**config.mk**
```make
export PLATFORM = sky130hd
export DESIGN_NAME = text_console_cursor_control_core_flat
export DESIGN_NICKNAME = d
export VERILOG_FILES = /design/src/rtl/core/tcc_pkg.sv /design/src/rtl/core/tcc_in_if.sv /design/src/rtl/core/tcc_out_if.sv /design/src/rtl/core/text_console_cursor_control_core.sv /design/src/rtl/core/tcc_front.sv /design/src/rtl/core/tcc_queue.sv /design/src/rtl/core/tcc_back.sv /design/src/flat_wrapper.sv
export SDC_FILE = /design/constraint.sdc
export NUM_CORES = 1
export LEC_CHECK = 0
export BUFFER_PORTS_ARGS = -buffer_cell sky130_fd_sc_hd__buf_2
export CORE_MARGIN = 4
export CORE_UTILIZATION = 35
export CTS_CLUSTER_DIAMETER = 150
export DETAILED_ROUTE_END_ITERATION = 8
export HOLD_SLACK_MARGIN = 0.05
export PLACE_DENSITY_LB_ADDON = 0.2
export SYNTH_ARGS = -nofsm -noshare
export SYNTH_HDL_FRONTEND = slang
export SYNTH_SLANG_ARGS = --single-unit
```
**constraint.sdc**
```tcl
create_clock -name clk_i -period 6.3 [get_ports clk_i]
set_clock_uncertainty 0.2 [all_clocks]
set_input_delay 0 -clock clk_i [delete_from_list [all_inputs] [get_ports clk_i]]
set_output_delay 0 -clock clk_i [all_outputs]
set_load 0.005 [all_outputs]
```
**src/rtl/core/tcc_pkg.sv**
```systemverilog
package tcc_pkg;

  localparam int unsigned TEXT_COLUMNS = 100;
  localparam int unsigned TEXT_LINES   = 37;
  localparam int unsigned SCREEN_LINES = 600;
  localparam int unsigned CELL_HEIGHT  = 16;

  localparam int unsigned COL_W   = 7;
  localparam int unsigned ROW_W   = 6;
  localparam int unsigned LINE_W  = 10;
  localparam int unsigned MARK_W  = 12;
  localparam int unsigned COLOR_W = 32;

  localparam int unsigned QUEUE_DEPTH = 2;

  localparam logic [1:0] OP_PUT   = 2'd0;
  localparam logic [1:0] OP_CLEAR = 2'd1;
  localparam logic [1:0] OP_FLUSH = 2'd2;

  localparam logic [7:0] CH_BS    = 8'd8;
  localparam logic [7:0] CH_TAB   = 8'd9;
  localparam logic [7:0] CH_LF    = 8'd10;
  localparam logic [7:0] CH_CR    = 8'd13;
  localparam logic [7:0] CH_SPACE = 8'd32;

  typedef enum logic [1:0] {
    ACT_DRAW   = 2'd0,
    ACT_SCROLL = 2'd1,
    ACT_CLEAR  = 2'd2,
    ACT_UPLOAD = 2'd3
  } action_e;

  typedef enum logic [2:0] {
    K_NONE,
    K_CR,
    K_LF,
    K_BS,
    K_TAB,
    K_CHAR,
    K_CLEAR,
    K_FLUSH
  } cmd_kind_e;

  typedef struct packed {
    cmd_kind_e          kind;
    logic [7:0]         char_code;
    logic [COLOR_W-1:0] fg_color;
    logic [COLOR_W-1:0] bg_color;
  } tcc_cmd_t;

  typedef struct packed {
    action_e            action;
    logic [COL_W-1:0]   cell_col;
    logic [ROW_W-1:0]   cell_row;
    logic [7:0]         glyph_code;
    logic [COLOR_W-1:0] draw_fg;
    logic [COLOR_W-1:0] draw_bg;
    logic [LINE_W-1:0]  upload_top;
    logic [LINE_W-1:0]  upload_lines;
    logic               last;
  } tcc_result_t;

  // Queue status seen by the front end and the back end.
  typedef struct packed {
    logic full;
    logic head_valid;
  } tcc_qstat_t;

endpackage

```
**src/rtl/core/tcc_in_if.sv**
```systemverilog
interface tcc_in_if
  import tcc_pkg::*;
();
  logic               valid;
  logic               ready;
  logic [1:0]         opcode;
  logic [7:0]         char_code;
  logic [COLOR_W-1:0] fg_color;
  logic [COLOR_W-1:0] bg_color;

  modport source (output valid, output opcode, output char_code, output fg_color,
                  output bg_color, input ready);
  modport sink (input valid, input opcode, input char_code, input fg_color,
                input bg_color, output ready);
endinterface

```
**src/rtl/core/tcc_out_if.sv**
```systemverilog
interface tcc_out_if
  import tcc_pkg::*;
();
  logic               valid;
  logic               ready;
  logic [1:0]         action;
  logic [COL_W-1:0]   cell_col;
  logic [ROW_W-1:0]   cell_row;
  logic [7:0]         glyph_code;
  logic [COLOR_W-1:0] draw_fg;
  logic [COLOR_W-1:0] draw_bg;
  logic [LINE_W-1:0]  upload_top;
  logic [LINE_W-1:0]  upload_lines;
  logic               last;

  modport source (output valid, output action, output cell_col, output cell_row,
                  output glyph_code, output draw_fg, output draw_bg, output upload_top,
                  output upload_lines, output last, input ready);
  modport sink (input valid, input action, input cell_col, input cell_row,
                input glyph_code, input draw_fg, input draw_bg, input upload_top,
                input upload_lines, input last, output ready);
endinterface

```
**src/rtl/core/text_console_cursor_control_core.sv**
```systemverilog
// Channel  Dir  Handshake      Payload
// in_i     in   valid / ready  opcode, char_code, fg_color, bg_color
// out_o    out  valid / ready  action, cell position, glyph, colors, upload range, last
//
// One command beat is taken per cycle while the two-entry queue has room; it is written
// into the queue, and once it is at the queue head its result beat is loaded into the
// output register. A printable character that wraps into a scroll gives two beats and
// holds the head until both are loaded. Commands without a result retire even while the
// output is stalled; the others wait for the output register to free. Reset empties the
// queue and the output register, homes the cursor and leaves the dirty range empty.
module text_console_cursor_control_core
  import tcc_pkg::*;
(
  input  logic      clk_i,
  input  logic      rst_ni,
  tcc_in_if.sink    in_i,
  tcc_out_if.source out_o
);

  tcc_qstat_t qstat;
  tcc_cmd_t   push_cmd;
  tcc_cmd_t   head_cmd;
  logic       push;
  logic       pop;

  // The front end decodes each beat into a command kind and pushes it.
  tcc_front u_front (
    .in_i    (in_i),
    .qstat_i (qstat),
    .push_o  (push),
    .cmd_o   (push_cmd)
  );

  // The queue lets the input keep streaming while the output is stalled.
  tcc_queue u_queue (
    .clk_i      (clk_i),
    .rst_ni     (rst_ni),
    .push_i     (push),
    .push_cmd_i (push_cmd),
    .pop_i      (pop),
    .qstat_o    (qstat),
    .head_o     (head_cmd)
  );

  // The back end owns the cursor and the dirty range and issues the result beats.
  tcc_back u_back (
    .clk_i   (clk_i),
    .rst_ni  (rst_ni),
    .qstat_i (qstat),
    .head_i  (head_cmd),
    .pop_o   (pop),
    .out_o   (out_o)
  );

endmodule

```
**src/rtl/core/tcc_front.sv**
```systemverilog
module tcc_front
  import tcc_pkg::*;
(
  tcc_in_if.sink     in_i,
  input  tcc_qstat_t qstat_i,
  output logic       push_o,
  output tcc_cmd_t   cmd_o
);

  // Decode the opcode and the control characters into one command kind.
  always_comb begin
    cmd_o.char_code = in_i.char_code;
    cmd_o.fg_color  = in_i.fg_color;
    cmd_o.bg_color  = in_i.bg_color;
    unique case (in_i.opcode)
      OP_PUT: begin
        case (in_i.char_code)
          CH_CR:   cmd_o.kind = K_CR;
          CH_LF:   cmd_o.kind = K_LF;
          CH_BS:   cmd_o.kind = K_BS;
          CH_TAB:  cmd_o.kind = K_TAB;
          default: cmd_o.kind = K_CHAR;
        endcase
      end
      OP_CLEAR: cmd_o.kind = K_CLEAR;
      OP_FLUSH: cmd_o.kind = K_FLUSH;
      default:  cmd_o.kind = K_NONE;
    endcase
  end

  assign in_i.ready = !qstat_i.full;
  assign push_o     = in_i.valid && !qstat_i.full;

endmodule

```
**src/rtl/core/tcc_queue.sv**
```systemverilog
module tcc_queue
  import tcc_pkg::*;
(
  input  logic       clk_i,
  input  logic       rst_ni,
  input  logic       push_i,
  input  tcc_cmd_t   push_cmd_i,
  input  logic       pop_i,
  output tcc_qstat_t qstat_o,
  output tcc_cmd_t   head_o
);

  localparam int unsigned PTR_W = (QUEUE_DEPTH > 1) ? $clog2(QUEUE_DEPTH) : 1;
  localparam int unsigned CNT_W = $clog2(QUEUE_DEPTH + 1);

  tcc_cmd_t           entry_q [QUEUE_DEPTH];
  logic [PTR_W-1:0]   wr_ptr_q, wr_ptr_d;
  logic [PTR_W-1:0]   rd_ptr_q, rd_ptr_d;
  logic [CNT_W-1:0]   count_q, count_d;
  logic               do_push, do_pop;

  assign qstat_o.full       = (count_q == CNT_W'(QUEUE_DEPTH));
  assign qstat_o.head_valid = (count_q != '0);
  assign head_o             = entry_q[rd_ptr_q];

  assign do_push = push_i && !qstat_o.full;
  assign do_pop  = pop_i && qstat_o.head_valid;

  always_comb begin
    wr_ptr_d = wr_ptr_q;
    rd_ptr_d = rd_ptr_q;
    count_d  = count_q;
    if (do_push) begin
      wr_ptr_d = (wr_ptr_q == PTR_W'(QUEUE_DEPTH - 1)) ? '0 : wr_ptr_q + PTR_W'(1);
    end
    if (do_pop) begin
      rd_ptr_d = (rd_ptr_q == PTR_W'(QUEUE_DEPTH - 1)) ? '0 : rd_ptr_q + PTR_W'(1);
    end
    if (do_push && !do_pop) begin
      count_d = count_q + CNT_W'(1);
    end else if (do_pop && !do_push) begin
      count_d = count_q - CNT_W'(1);
    end
  end

  always_ff @(posedge clk_i or negedge rst_ni) begin
    if (!rst_ni) begin
      wr_ptr_q <= '0;
      rd_ptr_q <= '0;
      count_q  <= '0;
    end else begin
      wr_ptr_q <= wr_ptr_d;
      rd_ptr_q <= rd_ptr_d;
      count_q  <= count_d;
    end
  end

  always_ff @(posedge clk_i) begin
    if (do_push) begin
      entry_q[wr_ptr_q] <= push_cmd_i;
    end
  end

endmodule

```
**src/rtl/core/tcc_back.sv**
```systemverilog
module tcc_back
  import tcc_pkg::*;
(
  input  logic       clk_i,
  input  logic       rst_ni,
  input  tcc_qstat_t qstat_i,
  input  tcc_cmd_t   head_i,
  output logic       pop_o,
  tcc_out_if.source  out_o
);

  logic [COL_W-1:0]  col_q, col_d;
  logic [ROW_W-1:0]  row_q, row_d;
  logic [LINE_W-1:0] dtop_q, dtop_d;
  logic [LINE_W-1:0] dend_q, dend_d;
  logic              pend_q, pend_d;
  logic              out_valid_q, out_valid_d;
  tcc_result_t       res_q, res_d;

  logic              slot_free, load, go, need_out, two_res;
  logic              mark_draw, mark_full, flush_clear;
  logic [ROW_W:0]    row_inc;
  logic              nr_scroll;
  logic [ROW_W-1:0]  nr_row;
  logic [COL_W:0]    tab_col, chr_col;
  logic [MARK_W-1:0] mark_y, mark_e;
  logic [LINE_W-1:0] draw_top, draw_end;
  logic [COL_W-1:0]  ncol;
  logic [ROW_W-1:0]  nrow;
  tcc_result_t       res;

  assign slot_free = !out_valid_q || out_o.ready;

  always_comb begin
    row_inc   = {1'b0, row_q} + (ROW_W + 1)'(1);
    nr_scroll = (row_inc >= (ROW_W + 1)'(TEXT_LINES));
    nr_row    = nr_scroll ? ROW_W'(TEXT_LINES - 1) : row_inc[ROW_W-1:0];
    tab_col   = ({1'b0, col_q} + (COL_W + 1)'(4)) & ~(COL_W + 1)'(3);
    chr_col   = {1'b0, col_q} + (COL_W + 1)'(1);
    mark_y    = MARK_W'(row_q) * MARK_W'(CELL_HEIGHT);
    mark_e    = mark_y + MARK_W'(CELL_HEIGHT);
    draw_top  = (mark_y > MARK_W'(SCREEN_LINES)) ? LINE_W'(SCREEN_LINES)
                                                 : mark_y[LINE_W-1:0];
    draw_end  = (mark_e > MARK_W'(SCREEN_LINES)) ? LINE_W'(SCREEN_LINES)
                                                 : mark_e[LINE_W-1:0];

    // Candidate effect of the head command.
    ncol        = col_q;
    nrow        = row_q;
    need_out    = 1'b0;
    two_res     = 1'b0;
    mark_draw   = 1'b0;
    mark_full   = 1'b0;
    flush_clear = 1'b0;
    res         = '0;
    res.last    = 1'b1;
    case (head_i.kind)
      K_CR: ncol = '0;
      K_LF: begin
        ncol      = '0;
        nrow      = nr_row;
        need_out  = nr_scroll;
        mark_full = nr_scroll;
        res.action = ACT_SCROLL;
      end
      K_BS: begin
        if (col_q != '0) begin
          ncol           = col_q - COL_W'(1);
          need_out       = 1'b1;
          mark_draw      = 1'b1;
          res.action     = ACT_DRAW;
          res.cell_col   = col_q - COL_W'(1);
          res.cell_row   = row_q;
          res.glyph_code = CH_SPACE;
          res.draw_fg    = head_i.fg_color;
          res.draw_bg    = head_i.bg_color;
        end
      end
      K_TAB: begin
        res.action = ACT_SCROLL;
        if (tab_col >= (COL_W + 1)'(TEXT_COLUMNS)) begin
          ncol      = '0;
          nrow      = nr_row;
          need_out  = nr_scroll;
          mark_full = nr_scroll;
        end else begin
          ncol = tab_col[COL_W-1:0];
        end
      end
      K_CHAR: begin
        need_out       = 1'b1;
        mark_draw      = 1'b1;
        res.action     = ACT_DRAW;
        res.cell_col   = col_q;
        res.cell_row   = row_q;
        res.glyph_code = head_i.char_code;
        res.draw_fg    = head_i.fg_color;
        res.draw_bg    = head_i.bg_color;
        if (chr_col >= (COL_W + 1)'(TEXT_COLUMNS)) begin
          ncol      = '0;
          nrow      = nr_row;
          two_res   = nr_scroll;
          mark_full = nr_scroll;
          res.last  = !nr_scroll;
        end else begin
          ncol = chr_col[COL_W-1:0];
        end
      end
      K_CLEAR: begin
        ncol       = '0;
        nrow       = '0;
        need_out   = 1'b1;
        mark_full  = 1'b1;
        res.action = ACT_CLEAR;
      end
      K_FLUSH: begin
        if (dend_q > dtop_q) begin
          need_out         = 1'b1;
          flush_clear      = 1'b1;
          res.action       = ACT_UPLOAD;
          res.upload_top   = dtop_q;
          res.upload_lines = dend_q - dtop_q;
        end
      end
      default: ;
    endcase

    col_d  = col_q;
    row_d  = row_q;
    dtop_d = dtop_q;
    dend_d = dend_q;
    pend_d = pend_q;
    pop_o  = 1'b0;
    load   = 1'b0;
    go     = 1'b0;
    res_d  = res;

    if (pend_q) begin
      // Second beat of a wrapping character: the scroll, state already updated.
      res_d        = '0;
      res_d.action = ACT_SCROLL;
      res_d.last   = 1'b1;
      if (slot_free) begin
        load   = 1'b1;
        pop_o  = 1'b1;
        pend_d = 1'b0;
      end
    end else if (qstat_i.head_valid) begin
      go = !need_out || slot_free;
      if (go) begin
        col_d  = ncol;
        row_d  = nrow;
        load   = need_out;
        pend_d = two_res;
        pop_o  = !two_res;
        if (flush_clear) begin
          dtop_d = LINE_W'(SCREEN_LINES);
          dend_d = '0;
        end else if (mark_full) begin
          dtop_d = '0;
          dend_d = LINE_W'(SCREEN_LINES);
        end else if (mark_draw) begin
          dtop_d = (draw_top < dtop_q) ? draw_top : dtop_q;
          dend_d = (draw_end > dend_q) ? draw_end : dend_q;
        end
      end
    end

    out_valid_d = load ? 1'b1 : (out_o.ready ? 1'b0 : out_valid_q);
  end

  always_ff @(posedge clk_i or negedge rst_ni) begin
    if (!rst_ni) begin
      col_q       <= '0;
      row_q       <= '0;
      dtop_q      <= LINE_W'(SCREEN_LINES);
      dend_q      <= '0;
      pend_q      <= 1'b0;
      out_valid_q <= 1'b0;
    end else begin
      col_q       <= col_d;
      row_q       <= row_d;
      dtop_q      <= dtop_d;
      dend_q      <= dend_d;
      pend_q      <= pend_d;
      out_valid_q <= out_valid_d;
    end
  end

  always_ff @(posedge clk_i) begin
    if (load) begin
      res_q <= res_d;
    end
  end

  assign out_o.valid        = out_valid_q;
  assign out_o.action       = res_q.action;
  assign out_o.cell_col     = res_q.cell_col;
  assign out_o.cell_row     = res_q.cell_row;
  assign out_o.glyph_code   = res_q.glyph_code;
  assign out_o.draw_fg      = res_q.draw_fg;
  assign out_o.draw_bg      = res_q.draw_bg;
  assign out_o.upload_top   = res_q.upload_top;
  assign out_o.upload_lines = res_q.upload_lines;
  assign out_o.last         = res_q.last;

endmodule

```
**src/flat_wrapper.sv**
```systemverilog
// flat-port wrapper written by rule: the top's interface ports become plain ports
module text_console_cursor_control_core_flat import tcc_pkg::*;
  (clk_i, rst_ni, in_i_valid, in_i_opcode, in_i_char_code, in_i_fg_color, in_i_bg_color, in_i_ready, out_o_valid, out_o_action, out_o_cell_col, out_o_cell_row, out_o_glyph_code, out_o_draw_fg, out_o_draw_bg, out_o_upload_top, out_o_upload_lines, out_o_last, out_o_ready);
  tcc_in_if in_i_i ();
  tcc_out_if out_o_i ();
  input  logic clk_i;
  input  logic rst_ni;
  input wire logic [$bits(in_i_i.valid)-1:0] in_i_valid;
  input wire logic [$bits(in_i_i.opcode)-1:0] in_i_opcode;
  input wire logic [$bits(in_i_i.char_code)-1:0] in_i_char_code;
  input wire logic [$bits(in_i_i.fg_color)-1:0] in_i_fg_color;
  input wire logic [$bits(in_i_i.bg_color)-1:0] in_i_bg_color;
  output wire logic [$bits(in_i_i.ready)-1:0] in_i_ready;
  output wire logic [$bits(out_o_i.valid)-1:0] out_o_valid;
  output wire logic [$bits(out_o_i.action)-1:0] out_o_action;
  output wire logic [$bits(out_o_i.cell_col)-1:0] out_o_cell_col;
  output wire logic [$bits(out_o_i.cell_row)-1:0] out_o_cell_row;
  output wire logic [$bits(out_o_i.glyph_code)-1:0] out_o_glyph_code;
  output wire logic [$bits(out_o_i.draw_fg)-1:0] out_o_draw_fg;
  output wire logic [$bits(out_o_i.draw_bg)-1:0] out_o_draw_bg;
  output wire logic [$bits(out_o_i.upload_top)-1:0] out_o_upload_top;
  output wire logic [$bits(out_o_i.upload_lines)-1:0] out_o_upload_lines;
  output wire logic [$bits(out_o_i.last)-1:0] out_o_last;
  input wire logic [$bits(out_o_i.ready)-1:0] out_o_ready;
  assign in_i_i.valid = in_i_valid;
  assign in_i_i.opcode = in_i_opcode;
  assign in_i_i.char_code = in_i_char_code;
  assign in_i_i.fg_color = in_i_fg_color;
  assign in_i_i.bg_color = in_i_bg_color;
  assign in_i_ready = in_i_i.ready;
  assign out_o_valid = out_o_i.valid;
  assign out_o_action = out_o_i.action;
  assign out_o_cell_col = out_o_i.cell_col;
  assign out_o_cell_row = out_o_i.cell_row;
  assign out_o_glyph_code = out_o_i.glyph_code;
  assign out_o_draw_fg = out_o_i.draw_fg;
  assign out_o_draw_bg = out_o_i.draw_bg;
  assign out_o_upload_top = out_o_i.upload_top;
  assign out_o_upload_lines = out_o_i.upload_lines;
  assign out_o_last = out_o_i.last;
  assign out_o_i.ready = out_o_ready;
  text_console_cursor_control_core u_core (.clk_i(clk_i), .rst_ni(rst_ni), .in_i(in_i_i), .out_o(out_o_i));
endmodule
```
==> impl_metrics.toml, run 1 <==
[outcome]
status = "finished clean"

[critical_path]
required_ns = 6.27
endpoint_kind = "flip-flop"
reg2reg_to = "u_core.u_back.out_o.upload_top[9]$_SDFFCE_PP0P_"
worstPathMaxFanout = 65
startpoint_type = "flip-flop"
r2r-start = "u_core.u_back.col_q[3]$_DFFE_PN0P_"
setup.worst_path.start = "u_core.u_back.col_q[3]$_DFFE_PN0P_"
worstSetupPathType = "flip-flop to flip-flop"
endpoint = "u_core.u_back.out_o.upload_top[9]$_SDFFCE_PP0P_"
r2r_setup_slack_ns = 2.25
critPathArrivalTime_ns = 4.01
r2r.worst_path.cells = 10

[yosys]
ys_async_sr_fraction_pct = 11.6
synth.distinct_cells = 80
synth_edf_count = 252
synthAdderAreaFrac_pct = 3.40
muxShareOfSynthArea_pct = 8.44
syn_avg_cell_area_um2 = 14.4
synth_top_family_by_area = "simple AND/OR/NAND/NOR gates"
synth_seq_cells = 285
synth-simple-area-share_pct = 9.42
synth_compound_area_share_pct = 6.73
ys_seq_area_share_pct = 67.9
synth-xor-area-share_pct = 1.28
synth_flop_cell = "edfxtp_1"
yosysWarnings = 0
synth_area_um2 = 12400
synthesis.instances = 858

[power]
p_per_area_nw_per_um2 = 508
peakVddDrop_uv = 311
p_leak_nw = 6.49
total_power_mw = 8.29

[clock_tree]
cts_root_buf = "clkbuf_16"
cts-resized-gates = 0
cts_buffers = 35
cts_sinks = 285
postCtsHoldBufs = 148
clkLatencyLatePin_ns = 0.52
cts_buffer_depth = 3
post_cts_buffers = 0
cts_tree = "done"
clkTransAtPathRegs_ns = 0.05
htreeDepth = 2

[grt]
grt_pass1_vias = 8429
grt.overflow.total = 0
grt_pass1_wl_um = 46300
grt_usage_pct = 15.0
antenna_found_initial = 3
grt_max_degree = 66

[layout]
area_delta_synth_final_pct = 32.0
final_cells = 1676
nFillCells = 3132
layout-drive-gt1-share_pct = 24.6
layout.nets = 1303

[routing]
num_vias = 7925
vias_per_cell = 4.73
ant_nets = 0
post_drt_wl_per_cell_um = 17.4
drtPass1Iterations = 5
first_iter_violations = 346
wl_um = 29100
drc_errors = 0

[sta]
finalMaxSlewViolations = 0
rsz0062_at_grt = "false"
period_share_pct = 64.2
setup-tns-final_ns = 0
fmax_mhz = 247
slew_headroom_pct = 18.8
setup_viol = 0
hold_viol = 0
worst_pin_slew_ns = 1.21
fin_crit_ns = 4.05

[floorplanning]
dieArea_um2 = 38400
die_x_um = 196
start_util_pct = 35.7
fp.dieH_um = 196
ios = 188
core_area_um2 = 34700
rows = 68

[place]
dp.final_hpwl_um = 18400
port_buffers = 181
gp_congestion = 0.854
dp_cells = 1462

[job]
max-cap-violations = 0

[min_path]
hp-class = "input port to flip-flop"
## registers in the layout, indices dropped and copies added (netlist names)
| name | cells |
|---|---|
| u_core.u_queue.entry_q | 150 |
| u_core.u_back.out_o.valid | 1 |
| u_core.u_back.row_q | 6 |
| u_core.u_back.pend_q | 1 |
| u_core.u_back.out_o.glyph_code | 8 |
| u_core.u_back.out_o.cell_col | 7 |
| u_core.u_queue.wr_ptr_q | 1 |
| u_core.u_back.out_o.action | 2 |
| u_core.u_queue.count_q | 2 |
| u_core.u_back.out_o.upload_lines | 7 |
| u_core.u_back.out_o.draw_bg | 32 |
| u_core.u_back.out_o.cell_row | 6 |
| u_core.u_back.out_o.draw_fg | 32 |
| u_core.u_back.out_o.upload_top | 7 |
| u_core.u_back.dtop_q | 7 |
| u_core.u_queue.rd_ptr_q | 1 |
| u_core.u_back.out_o.last | 1 |
| u_core.u_back.dend_q | 7 |
| u_core.u_back.col_q | 7 |
## through the flow
stage          util (%)  instance area, um2  hold WS (ns)  setup slack (ns)
6_report           47.1               16300        0.0850              2.25
3_5_place_dp       39.5               13700       -0.0411              2.29
2_1_floorplan         -               12400        -0.496              1.33
5_1_grt            47.0               16300         0.101              2.04
4_1_cts            47.0               16300        0.0771              2.27
3_3_place_gp       39.5               13700       -0.0409              2.30
## logic make-up (layout without fill, tap and decap cells)
group / after synthesis / in the layout
compound gates: 109 / 109
xor+xnor: 16 / 16
fa+ha+maj: 33 / 33
buf+inv: 72 / 427
flops: 285 / 285
mux: 99 / 99
other cells: 1 / 9
simple gates: 243 / 243
## area by class of cell
cell class / instances / area, um2 / share of cell area, %
Timing Repair Buffer: 334 / 2450 / 15.0
Inverter: 30 / 113 / 0.689
Multi-Input combinational cell: 506 / 3670 / 22.5
Sequential cell: 285 / 8400 / 51.4
Tap cell: 455 / 569 / 3.49
Clock inverter: 20 / 211 / 1.29
Clock buffer: 43 / 916 / 5.61
Antenna cell: 3 / 7.51 / 0.0460
## worst min-delay path by stage
stage / from / endpoint / slack, ns / cells after the start
after floorplan: rst_ni / u_core.u_back.col_q[0]$_DFFE_PN0P_ / -0.50 / 0
after global placement: rst_ni / u_core.u_back.dtop_q[5]$_DFFE_PN0P_ / -0.04 / 1
after detailed placement: rst_ni / u_core.u_back.dtop_q[5]$_DFFE_PN0P_ / -0.04 / 1
after CTS: in_i_char_code[1] / u_core.u_queue.entry_q[0][65]$_DFFE_PP_ / 0.08 / 2
after global routing: in_i_char_code[1] / u_core.u_queue.entry_q[0][65]$_DFFE_PP_ / 0.10 / 2
final: in_i_char_code[1] / u_core.u_queue.entry_q[0][65]$_DFFE_PP_ / 0.09 / 2
## layout by cell type, fill, tap and decap left out, types with 4 or more instances in the layout
| cell type | count |
|---|---|
| a211oi_1 | 5 |
| a21o_1 | 6 |
| a21oi_1 | 30 |
| a31oi_1 | 5 |
| and2_1 | 5 |
| buf_2 | 181 |
| buf_4 | 4 |
| bufinv_16 | 4 |
| clkbuf_1 | 7 |
| clkbuf_16 | 35 |
| clkinv_1 | 6 |
| clkinv_2 | 8 |
| conb_1 | 6 |
| dfrtp_1 | 28 |
| dfstp_2 | 4 |
| dlygate4sd3_1 | 147 |
| edfxtp_1 | 252 |
| ha_1 | 32 |
| inv_1 | 29 |
| mux2_2 | 7 |
| mux2_4 | 5 |
| mux2i_1 | 82 |
| nand2_1 | 26 |
| nand2b_1 | 8 |
| nand3_1 | 14 |
| nor2_1 | 128 |
| nor2b_1 | 7 |
| nor3_1 | 13 |
| o211ai_1 | 4 |
| o21ai_0 | 17 |
| o21ai_1 | 4 |
| o2bb2ai_1 | 4 |
| or2_2 | 7 |
| or3_1 | 4 |
| xnor2_1 | 11 |
| xor2_1 | 4 |
## per-layer routing
layer,routed length [um],track usage (%),share of wire (%)
met2,14000,25.2,48
met5,0,0,0
met4,578,4.11,2.0
met3,2210,5.24,7.6
met1,12300,18.6,42
## cells in the mapped netlist (all sizes together) (4+ instances only)
master     n  area (um2)
o21a       4        30.0
o2bb2ai    4        35.0
inv       30         113
dfrtp     29         726
nor2     132         503
xnor2     12         124
a31oi      5        31.3
clkbuf    23        96.3
xor2       4        35.0
or3        5        36.3
nand2     28         110
or2        7        43.8
a21o       6        45.0
buf       19         143
o21ai     22         121
o31ai      4        57.6
mux2      15         188
nand3     17         108
o211ai     5        42.5
a211oi     7        77.6
nand2b     9        56.3
a21oi     30         150
mux2i     84         857
edfxtp   252        7570
nor2b      7        43.8
nor3      14        75.1
ha        32         400
dfstp      4         105
and2       9        62.6
## report_power, final
group | internal, mW | switching, mW
Combinational | 1.23 | 1.84
Clock | 1.20 | 0.771
Sequential | 2.93 | 0.320
Total | 5.36 | 2.93
## critical path, stage by stage (launching register included)
cell	delay (ns)
dfrtp_1	0.58
ha_1	0.42
nand3_1	0.16
or4_4	0.45
o211ai_2	0.12
o22ai_2	0.14
o21ai_4	0.26
nor2_2	0.14
nor2_1	0.16
o21a_4	0.57
buf_12	0.41
Note: power is estimated with default switching activity, not from simulation.
==> inputs of run 2 (changes only) <==
==> constraint.sdc (replaced) <==
create_clock -name clk_i -period 3.59 [get_ports clk_i]
set_clock_uncertainty 0.2 [all_clocks]
set_input_delay 0 -clock clk_i [delete_from_list [all_inputs] [get_ports clk_i]]
set_output_delay 0 -clock clk_i [all_outputs]
set_load 0.005 [all_outputs]
==> impl_metrics.toml, run 2 (synthesis results as in run 1) <==
[outcome]
status = "finished clean"

[sta]
hold_slack_ns = 0.0837
rsz0062_at_grt = "false"
slew_headroom_pct = 28.6
finalWorstSetupSlack_ns = 0.211
fin_crit_ns = 3.38
setup_viol = 0
hold_viol = 0
worst_pin_slew_ns = 1.07
period_share_pct = 94.1
setup-tns-final_ns = 0
finalMaxSlewViolations = 0
fmax_mhz = 296

[place]
place_area_um2 = 14000
gp_congestion = 0.880
port_buffers = 181
pre_cts_slack_ns = 0.0573
dp.final_hpwl_um = 19600

[critical_path]
critical_path.top_delay_family = "compound AO/OA/AOI/OAI gates"
cpPeakStageDelay_ns = 0.55
r2r.worst_path.cells = 11
r2r-start = "u_core.u_back.dtop_q[4]$_DFFE_PN1P_"
reg2reg_to = "u_core.u_back.out_o.draw_fg[19]$_SDFFCE_PP0P_"
endpoint_kind = "flip-flop"
worstPathMaxFanout = 28
path_cells = "inv_1 -> ha_1 -> nor2b_1 -> o21ai_1 -> a21boi_1 -> o31ai_4 -> o21ai_4 -> nor2_2 -> nor2_1 -> o21a_4 -> buf_12"
critPathArrivalTime_ns = 3.43
startpoint_type = "flip-flop"
required_ns = 3.65
worstSetupPathType = "flip-flop to flip-flop"
r2r_setup_slack_ns = 0.21
cpMaxStageDelayCell = "dfstp_2"
critPathBufInv = 2

[floorplanning]
die_x_um = 196
start_util_pct = 35.7
rows = 68
dieArea_um2 = 38400
fp.dieH_um = 196
ios = 188
core_area_um2 = 34700

[layout]
nFillCells = 3132
largest_register_ffs = 150
largest-register = "u_core.u_queue.entry_q"
stdcell_area_um2 = 16700
area_delta_synth_final_pct = 34.8
layout-drive-gt1-share_pct = 27.3
final_cell_mix = "edfxtp_1, buf_2, dlygate4sd3_1"
layout_commonest_cell = "edfxtp_1"
layout.nets = 1337

[power]
p_leak_nw = 6.67
total_power_mw = 14.9
p_per_area_nw_per_um2 = 896
peakVddDrop_uv = 402

[min_path]
hold_depth = 2
hp-class = "input port to flip-flop"
whs_endpoint = "u_core.u_queue.entry_q[0][71]$_DFFE_PP_"
hp-start = "in_i_char_code[7]"

[grt]
grt_pass1_vias = 8727
grt_usage_pct = 15.4
antenna_found_initial = 2
grt_pass1_wl_um = 47400
grt_max_degree = 57
grt.overflow.total = 0

[clock_tree]
cts_buffer_depth = 3
cts_tree = "done"
clkTransAtPathRegs_ns = 0.06
clkLatencyLatePin_ns = 0.52
cts_buffers = 34
htreeDepth = 2
cts_root_buf = "clkbuf_16"
cts_sinks = 285

[routing]
ant_nets = 0
vias_per_cell = 4.78
drtPass1Iterations = 4
drc_errors = 0
first_iter_violations = 378
post_drt_wl_per_cell_um = 17.5
num_vias = 8161
wl_um = 29800

[job]
max-cap-violations = 0
==> run 2: cell types whose count changed in the layout (fill, tap and decap cells not counted), sizes merged <==
cell	change
clkbuf	+1
clkinvlp	+1
clkinv	-4
diode	-2
inv	+2
bufinv	-2
buf	+35
==> run 2: final cells by class <==
cell class | instances | area, um2 | share of cell area (%)
antenna | 1 | 2.50 | 0.0150
clock buffer | 44 | 961 | 5.76
clock inverter | 17 | 159 | 0.953
inverter | 30 | 113 | 0.675
multi-input combinational | 506 | 3670 | 22.0
sequential | 285 | 8400 | 50.4
tap | 455 | 569 | 3.41
timing repair buffer | 369 | 2800 | 16.8
==> run 2: worst reg2reg max path, stage by stage (launching register included) <==
cell      delay, ns
dfstp_2        0.55
inv_1          0.09
ha_1           0.33
nor2b_1        0.14
o21ai_1        0.15
a21boi_1       0.15
o31ai_4        0.41
o21ai_4        0.16
nor2_2         0.34
nor2_1         0.12
o21a_4         0.29
buf_12         0.19
==> run 2: where the power goes <==
part           total (mW)  switching [mW]  internal (mW)
Clock                3.41            1.35           2.05
Combinational        5.94            3.42           2.52
Sequential           5.60           0.464           5.13
Total                14.9            5.24           9.70
==> run 2: worst max path at each step <==
| stage | start | to | depth (start not counted) |
|---|---|---|---|
| 6_report | u_core.u_back.dtop_q[4]$_DFFE_PN1P_ | u_core.u_back.out_o.draw_fg[19]$_SDFFCE_PP0P_ | 11 |
| 5_1_grt | u_core.u_back.row_q[1]$_DFFE_PN0P_ | u_core.u_back.dend_q[9]$_DFFE_PN0P_ | 16 |
| 4_1_cts | u_core.u_back.row_q[0]$_DFFE_PN0P_ | u_core.u_back.dend_q[8]$_DFFE_PN0P_ | 15 |
| 3_5_place_dp | u_core.u_back.row_q[0]$_DFFE_PN0P_ | u_core.u_back.dend_q[8]$_DFFE_PN0P_ | 15 |
| 3_3_place_gp | u_core.u_back.row_q[1]$_DFFE_PN0P_ | u_core.u_back.dend_q[7]$_DFFE_PN0P_ | 15 |
| 2_1_floorplan | u_core.u_back.row_q[0]$_DFFE_PN0P_ | u_core.u_back.dend_q[3]$_DFFE_PN0P_ | 15 |
==> run 2: what timing repair did <==
action	in CTS	in global routing
endpoints found under the setup margin	0	107
setup buffers	0	2
resized for setup	0	9
hold buffers	148	0
endpoints found under the hold margin	238	0
==> run 2: metal layers <==
layer,up-vias,GRT usage [%],wire length [um]
met2,191,26.3,14700
met4,2,4.42,735
li1,3906,-,-
met5,-,0,7
met1,4006,19.0,12500
met3,56,4.50,1920
==> run 2: stage by stage <==
stage | util, % | std cells
finish | 48.1 | 1707
global placement | 40.5 | 1495
floorplan | - | 863
global route | 48.1 | 1707
detailed placement | 40.5 | 1495
CTS | 48.0 | 1704
==> inputs of run 3 (changes only) <==
--- a/config.mk
+++ b/config.mk
@@ -11,7 +11,7 @@
 export CTS_CLUSTER_DIAMETER = 150
 export DETAILED_ROUTE_END_ITERATION = 8
 export HOLD_SLACK_MARGIN = 0.05
-export PLACE_DENSITY_LB_ADDON = 0.2
+export PLACE_DENSITY_LB_ADDON = 0.1
 export SYNTH_ARGS = -nofsm -noshare
 export SYNTH_HDL_FRONTEND = slang
 export SYNTH_SLANG_ARGS = --single-unit
==> impl_metrics.toml, run 3 (synthesis results as in run 1) <==
[clock_tree]
htreeDepth = 2
cts_sinks = 285
cts_buffer_depth = 3
cts_tree = "done"
clkLatencyLatePin_ns = 0.52
clkTransAtPathRegs_ns = 0.05
cts_buffers = 35
cts_root_buf = "clkbuf_16"

[power]
peakVddDrop_uv = 497
p_per_area_nw_per_um2 = 893
p_leak_nw = 6.65

[sta]
fmax_mhz = 297
setup-tns-final_ns = 0
slew_headroom_pct = 25.1
finalMaxSlewViolations = 0
rsz0062_at_grt = "false"
hold_viol = 0
setup_viol = 0
fin_crit_ns = 3.37
worst_pin_slew_ns = 1.12
period_share_pct = 93.8

[layout]
largest-register = "u_core.u_queue.entry_q"
stdcell_area_um2 = 16600
area_delta_synth_final_pct = 34.5
final_cells = 1709
largest_register_ffs = 150
layout-drive-gt1-share_pct = 26.5
layout.nets = 1338
layout_commonest_cell = "edfxtp_1"
nFillCells = 3100
final_cell_mix = "edfxtp_1, buf_2, dlygate4sd3_1"

[floorplanning]
start_util_pct = 35.7
rows = 68
dieArea_um2 = 38400
ios = 188
core_area_um2 = 34700
fp.dieH_um = 196
die_x_um = 196

[critical_path]
worstPathMaxFanout = 8
reg2reg_to = "u_core.u_back.dend_q[5]$_DFFE_PN0P_"
r2r_setup_slack_ns = 0.22
endpoint_kind = "flip-flop"
required_ns = 3.78
setup.worst_path.start = "u_core.u_back.row_q[2]$_DFFE_PN0P_"
r2r-start = "u_core.u_back.row_q[2]$_DFFE_PN0P_"
path_cells = "nand3_4 -> or3_4 -> nand2_1 -> a21oi_1 -> buf_4 -> nand2_1 -> inv_1 -> ha_1 -> o21ai_0 -> nand2b_1 -> a21oi_1 -> o21ai_0 -> o21ai_1 -> a211oi_4 -> buf_4 -> mux2_2"
cpMaxStageDelayCell = "dfrtp_1"
worstSetupPathType = "flip-flop to flip-flop"
startpoint_type = "flip-flop"
endpoint = "u_core.u_back.dend_q[5]$_DFFE_PN0P_"
r2r.worst_path.cells = 16
critPathArrivalTime_ns = 3.56
cpPeakStageDelay_ns = 0.52

[grt]
grt_max_degree = 76
grt_pass1_vias = 8532
antenna_found_initial = 3
grt_usage_pct = 15.3
grt.overflow.total = 0
grt_pass1_wl_um = 46400

[routing]
drc_errors = 0
first_iter_violations = 422
ant_nets = 0
drtPass1Iterations = 4
wl_um = 29500
num_vias = 8001
vias_per_cell = 4.68
post_drt_wl_per_cell_um = 17.2

[place]
port_buffers = 181
gp_congestion = 0.826
dp.final_hpwl_um = 19200
dp_cells = 1496
place_area_um2 = 14000

[outcome]
status = "finished clean"

[job]
max-cap-violations = 0

[min_path]
hp-class = "input port to flip-flop"
[run 3: cell count changes in the layout (fill, tap and decap cells not counted), sizes merged]
cell / before / now
clkinv: 10 / 14
inv: 34 / 30
diode: 1 / 2
bufinv: 2 / 3
[run 3: layer usage]
layer  global-route usage [%]  part of all wire (%)  routed length [um]
met1                     18.3                    41               12200
met2                     26.8                    50               14600
met3                     4.81                   6.8                2020
met4                     3.83                   2.1                 613
met5                        0                 0.044                  13
[run 3: worst max-delay path: cells and delay by family (launching register included)]
family	cells	cell delay, ns
buf+inv	3	0.40
compound gates	6	0.71
simple gates	5	0.78
mux	1	0.34
fa+ha+maj	1	0.29
flops	1	0.52
[run 3: worst min-delay path by stage]
| stage | startpoint | slack (ns) | to | cells past startpoint |
|---|---|---|---|---|
| after floorplan | rst_ni | -0.50 | u_core.u_back.col_q[0]$_DFFE_PN0P_ | 0 |
| after global placement | rst_ni | -0.04 | u_core.u_back.dtop_q[5]$_DFFE_PN0P_ | 1 |
| after detailed placement | rst_ni | -0.04 | u_core.u_back.dtop_q[5]$_DFFE_PN0P_ | 1 |
| after global routing | in_i_char_code[1] | 0.09 | u_core.u_queue.entry_q[0][65]$_DFFE_PP_ | 2 |
| final | in_i_char_code[1] | 0.09 | u_core.u_queue.entry_q[0][65]$_DFFE_PP_ | 2 |
| after CTS | in_i_char_code[1] | 0.07 | u_core.u_queue.entry_q[0][65]$_DFFE_PP_ | 2 |
[run 3: layout make-up]
type	instances	area, um2	share of cell area [%]
Clock inverter	18	184	1.11
Clock buffer	44	910	5.47
Antenna cell	2	5.00	0.0301
Tap cell	455	569	3.42
Multi-Input combinational cell	506	3670	22.1
Sequential cell	285	8400	50.5
Timing Repair Buffer	369	2790	16.7
Inverter	30	113	0.677
[run 3: stage by stage]
step	total power [mW]	util, %	hold WS (ns)	setup WS (ns)
finish	14.9	47.9	0.0864	0.223
global route	15.9	47.9	0.0856	0.0165
CTS	15.1	47.9	0.0730	0.116
detailed placement	11.5	40.4	-0.0369	0.129
global placement	11.5	40.4	-0.0391	0.114
floorplan	9.28	-	-0.496	0.0758
[run 3: what timing repair did]
item | 4_1_cts | 5_1_grt
endpoints found under the setup margin | 0 | 10
resized for setup | 0 | 3
hold buffers | 148 | 0
buffers inserted | 0 | 1
endpoints found under the hold margin | 229 | 0
[run 3: where the power goes]
group | switching (mW) | internal, mW
Combinational | 3.43 | 2.50
Sequential | 0.429 | 5.13
Clock | 1.35 | 2.02
